File: src/cma_pkg.sv
// ----------------------------------------------------------------------------
// Complex moving average package
// Shared widths, limits and the divider request/response types.
// ----------------------------------------------------------------------------
package cma_pkg;

    localparam int MAX_WINDOW  = 256;
    localparam int SAMPLE_BITS = 16;

    localparam int WIN_W     = $clog2(MAX_WINDOW + 1);
    localparam int PTR_W     = $clog2(MAX_WINDOW);
    localparam int SUM_W     = SAMPLE_BITS + PTR_W;
    localparam int RING_W    = 2 * SAMPLE_BITS;
    localparam int DIV_STEPS = (SUM_W + 1) / 2;
    localparam int DIV_W     = 2 * DIV_STEPS;
    localparam int CNT_W     = $clog2(DIV_STEPS + 1);

    localparam logic [WIN_W-1:0] WINDOW_MIN   = WIN_W'(2);
    localparam logic [WIN_W-1:0] WINDOW_MAX   = WIN_W'(MAX_WINDOW);
    localparam logic [WIN_W-1:0] WINDOW_RESET = WIN_W'(16);

    typedef struct packed {
        logic             start;
        logic [SUM_W-1:0] dividend;
        logic [WIN_W-1:0] divisor;
    } t_div_req;

    typedef struct packed {
        logic             done;
        logic [SUM_W-1:0] quotient;
    } t_div_rsp;

endpackage

File: src/cma_div.sv
// ----------------------------------------------------------------------------
// Serial divider
// Unsigned restoring divider, two quotient bits per cycle.
// ----------------------------------------------------------------------------
module cma_div (
    input  logic              i_clk,
    input  logic              i_rst_n,
    input  cma_pkg::t_div_req i_req,
    output cma_pkg::t_div_rsp o_rsp
);

    logic [cma_pkg::DIV_W-1:0] r_quo;
    logic [cma_pkg::WIN_W-1:0] r_rem;
    logic [cma_pkg::WIN_W-1:0] r_div;
    logic [cma_pkg::CNT_W-1:0] r_cnt;
    logic                      r_done;

    logic [cma_pkg::WIN_W:0]   w_s1, w_s2;
    logic                      w_q1, w_q2;
    logic [cma_pkg::WIN_W-1:0] w_r1, w_r2;

    always_comb begin
        w_s1 = {r_rem, r_quo[cma_pkg::DIV_W-1]};
        w_q1 = w_s1 >= {1'b0, r_div};
        w_r1 = w_q1 ? cma_pkg::WIN_W'(w_s1 - {1'b0, r_div}) : w_s1[cma_pkg::WIN_W-1:0];
        w_s2 = {w_r1, r_quo[cma_pkg::DIV_W-2]};
        w_q2 = w_s2 >= {1'b0, r_div};
        w_r2 = w_q2 ? cma_pkg::WIN_W'(w_s2 - {1'b0, r_div}) : w_s2[cma_pkg::WIN_W-1:0];
    end

    always_ff @(posedge i_clk) begin
        if (!i_rst_n) begin
            r_cnt  <= '0;
            r_done <= 1'b0;
        end else begin
            r_done <= 1'b0;
            if (i_req.start) begin
                r_cnt <= cma_pkg::CNT_W'(cma_pkg::DIV_STEPS);
            end else if (r_cnt != '0) begin
                r_cnt <= r_cnt - 1'b1;
                if (r_cnt == cma_pkg::CNT_W'(1)) begin
                    r_done <= 1'b1;
                end
            end
        end
    end

    always_ff @(posedge i_clk) begin
        if (i_req.start) begin
            r_quo <= cma_pkg::DIV_W'(i_req.dividend);
            r_rem <= '0;
            r_div <= i_req.divisor;
        end else if (r_cnt != '0) begin
            r_quo <= {r_quo[cma_pkg::DIV_W-3:0], w_q1, w_q2};
            r_rem <= w_r2;
        end
    end

    assign o_rsp.done     = r_done;
    assign o_rsp.quotient = r_quo[cma_pkg::SUM_W-1:0];

endmodule

File: config.mk
export PLATFORM = sky130hd
export DESIGN_NAME = cma_div
export DESIGN_NICKNAME = d
export VERILOG_FILES = /design/src/cma_pkg.sv /design/src/cma_div.sv
export SDC_FILE = /design/constraint.sdc
export NUM_CORES = 1
export LEC_CHECK = 0
export BUFFER_PORTS_ARGS = -buffer_cell sky130_fd_sc_hd__buf_2
export CAP_MARGIN = 0
export CORE_MARGIN = 3
export CORE_UTILIZATION = 55
export CTS_CLUSTER_DIAMETER = 30
export CTS_CLUSTER_SIZE = 12
export DETAILED_ROUTE_END_ITERATION = 6
export GPL_TIMING_DRIVEN = 1
export HOLD_SLACK_MARGIN = 0.1
export PLACE_DENSITY = 0.8
export SLEW_MARGIN = 20
export SYNTH_ARGS = -nofsm -noshare
export SYNTH_HDL_FRONTEND = slang
export SYNTH_SLANG_ARGS = --single-unit
File: constraint.sdc
create_clock -name i_clk -period 4.9 [get_ports i_clk]
set_input_delay 0.98 -clock i_clk [delete_from_list [all_inputs] [get_ports i_clk]]
set_output_delay 0.98 -clock i_clk [all_outputs]
set_load 0.01 [all_outputs]
==> results.ini <==
[grt]
grt-ovfl-total=0
grt_start_max_net_pins=34
antenna_found_initial=0
grt_pass1_vias=2220
grt_pass1_wl_mm=10.60
globalRouteTotalUtil_pct=21.10

[clocking]
clockRootBuffer=clkbuf_8
insertion_delay_ns=0.31
post_cts.repair.setup_buffers=0
clkSinkCount=47
cts_tree=done
cts-resized-gates=0
ctsHoldBuffers=0
htree_levels=2
path_clk_slew_ns=0.09
cts_buffers=5
clockBufferDepth=2

[finish]
area_delta_synth_final_pct=12.12
stdcell_count=402
diodes=0
finalInstanceArea_um2=3495
final_cell_mix=60 x buf_2, 33 x edfxtp_1, 26 x mux2_2
drive_gt1_share_pct=35.84
layout_commonest_cell=buf_2
final_nets=389

[setup_path]
critPathMaxFanout=11
worstSetupEndpointType=register
crit_type=reg2reg
required_ns=5.12
slowest_stage=o311ai_4
crit_chain=inv_1 -> ha_1 -> inv_1 -> fa_1 -> and3_2 -> o311ai_4 -> and2_1 -> buf_4 -> mux2_4 -> ha_1 -> a21oi_1 -> o21ai_0 -> a221oi_1 -> o21ai_2 -> mux2_2 -> a211oi_1
r2r-start=r_quo[23]
rr_worst_depth=16
cpPeakStageDelay_ns=0.43
crit_arrival_ns=4.70
r2r_slack_ns=0.42
rr_endpoint=r_rem[0]
startpoint_type=register

[sta]
setup_viol=0
drv_slew=0
hold_violations=0
clock.fmax_mhz=223.0
tns_ns=0
min_period_ns=4.485
rsz0062_at_grt=no
worst_pin_slew_ns=0.7150
relSlewSlack_pct=52.22
setup_ws_ns=0.4152
finalCritPeriodShare_pct=91.53
fin_hold_ws_ns=0.4818
fin_skew_ns=0.01273

[floorplan]
rows=26
fp.dieArea_um2=6606
start_util_pct=58.78
num_io_pins=61
fp.dieH_um=81.28
design.core.area_um2=5303
die_x_um=81.28

[power_and_ir_drop]
power.share.clock_pct=12.1
seq_power_share_pct=27.3
pwr-share-comb_pct=60.6
vdd_drop_max_uv=307.6
power_density_nw_per_um2=599.2
p_leak_nw=1.551
power.switching_uw=875.1
p_sw_share_pct=41.79
p_int_mw=1.219

[yosys]
syn_inst=275
synth_edf_count=33
ys_ff_latch=47
synthesis.area_um2=3117
synth_cell_types=59
syn-num-nets=333
avgSynthCellArea_um2=11.33
yosysWarnings=0
synth_top_flop_cell=edfxtp_1
async_flop_share_pct=0
seq_area_frac_synth_pct=40.79

[placed_design]
placed_cell_area_um2=3398
gp_congestion=0.9327
portBuffers=60
dp_slack_ns=0.4685
dp.cells=394
place_hpwl_mm=4.980

[routing]
wl_per_cell_um=16.24
finalWirelength_mm=6.527
drt_iter0_drc=171
ant_nets=0
drt_pre_antenna_iters=4
vias_per_cell=5.823
vias=2341
drc_errors=0

[min_path]
hold_end=r_done
hold_path_depth=1
worstHoldPathType=reg2reg
hold_start=r_cnt[2]

[status]
outcome=complete, no violations

[flow_run]
maxCapViolCount=0

[registers in the layout (all words and copies together) (netlist names)]
name,flops
r_quo,24
r_div,9
r_rem,9
r_cnt,4
r_done,1
[worst max-delay path: cells and delay by family (launching register included)]
kind	cells	cell delay, ns
AO/OA/AOI/OAI	6	1.64
adder cells (fa/ha/maj)	3	0.90
multiplexers	2	0.66
AND/OR/NAND/NOR	2	0.47
flip-flops	1	0.41
buffers and inverters	3	0.32
[power by group through the flow]
| stage | clock network (mW) | registers, mW | logic [mW] |
|---|---|---|---|
| finish | 0.254 | 0.572 | 1.27 |
| global route | 0.273 | 0.583 | 1.40 |
| CTS | 0.257 | 0.572 | 1.25 |
| detailed placement | 0 | 0.579 | 1.25 |
| global placement | 0 | 0.577 | 1.22 |
| floorplan | 0 | 0.588 | 1.01 |
[cells in the mapped netlist, types with 2 or more instances]
master | count | area, µm²
nand2_1 | 3 | 11.26
nand4_1 | 2 | 12.51
o2111ai_1 | 2 | 17.52
clkbuf_1 | 2 | 7.510
a311oi_1 | 3 | 26.28
inv_1 | 21 | 78.83
o41ai_4 | 2 | 55.05
ha_1 | 20 | 250.2
or3_1 | 4 | 25.02
edfxtp_1 | 33 | 991.0
dfxtp_1 | 14 | 280.3
and3_2 | 3 | 22.52
buf_2 | 2 | 10.01
buf_4 | 2 | 15.01
buf_6 | 3 | 33.78
o22ai_1 | 2 | 12.51
nor4_1 | 2 | 12.51
clkbuf_8 | 4 | 55.05
and4_1 | 2 | 17.52
o21ai_0 | 9 | 45.04
or2_2 | 3 | 18.77
xnor2_1 | 7 | 61.31
mux2_2 | 26 | 292.8
o21a_1 | 4 | 30.03
a21o_1 | 5 | 37.54
nand2b_1 | 9 | 56.30
nor3_1 | 6 | 30.03
fa_1 | 2 | 40.04
nand3_1 | 9 | 45.04
o2111a_1 | 2 | 22.52
mux2i_1 | 8 | 80.08
a21oi_1 | 5 | 25.02
a211oi_1 | 8 | 60.06
a21o_2 | 3 | 26.28
nor2_1 | 19 | 71.32
[per-layer routing]
metal | share of wire (%) | vias to the layer above | GRT usage (%)
met4 | 0.66 | 0 | 4.054
li1 | - | 1150 | -
met1 | 44 | 1111 | 29.14
met2 | 49 | 73 | 33.96
met3 | 5.3 | 7 | 4.989
met5 | 0 | - | 0
[logic make-up after synthesis]
kind of cell    count (synthesis)  synth area share, %
simple gates                   69                12.32
mux                            35                12.44
xor+xnor                        8                2.248
buf+inv                        34                6.423
flops                          47                40.79
fa+ha+maj                      22                9.314
compound gates                 60                16.46
[metrics by stage]
stage	util (%)	power, mW
3_3_place_gp	64.09	1.799
5_1_grt	65.90	2.252
4_1_cts	65.90	2.081
3_5_place_dp	64.09	1.825
2_1_floorplan	-	1.602
6_report	65.90	2.094
[how the worst max path moves through the flow]
| stage | endpoint | slack [ns] | startpoint | depth (start not counted) |
|---|---|---|---|---|
| 5_1_grt | r_rem[0] | 0.10 | r_quo[23] | 16 |
| 6_report | r_rem[0] | 0.42 | r_quo[23] | 16 |
| 4_1_cts | r_rem[0] | 0.45 | r_quo[23] | 15 |
| 3_3_place_gp | r_rem[0] | 0.67 | r_quo[23] | 16 |
| 3_5_place_dp | r_rem[0] | 0.47 | r_quo[23] | 15 |
| 2_1_floorplan | r_quo[0] | 0.73 | r_quo[23] | 16 |
[cell type report]
class                   instances  area, µm²
clock buffers                   6      82.58
clock inverters                 2      13.76
fillers                       426       1808
inverters                      21      78.83
multi-input cells             194       1645
flip-flops and latches         47       1271
well taps                      70      87.58
repair buffers                 62      315.3
Power figures use the tool's default switching activity.
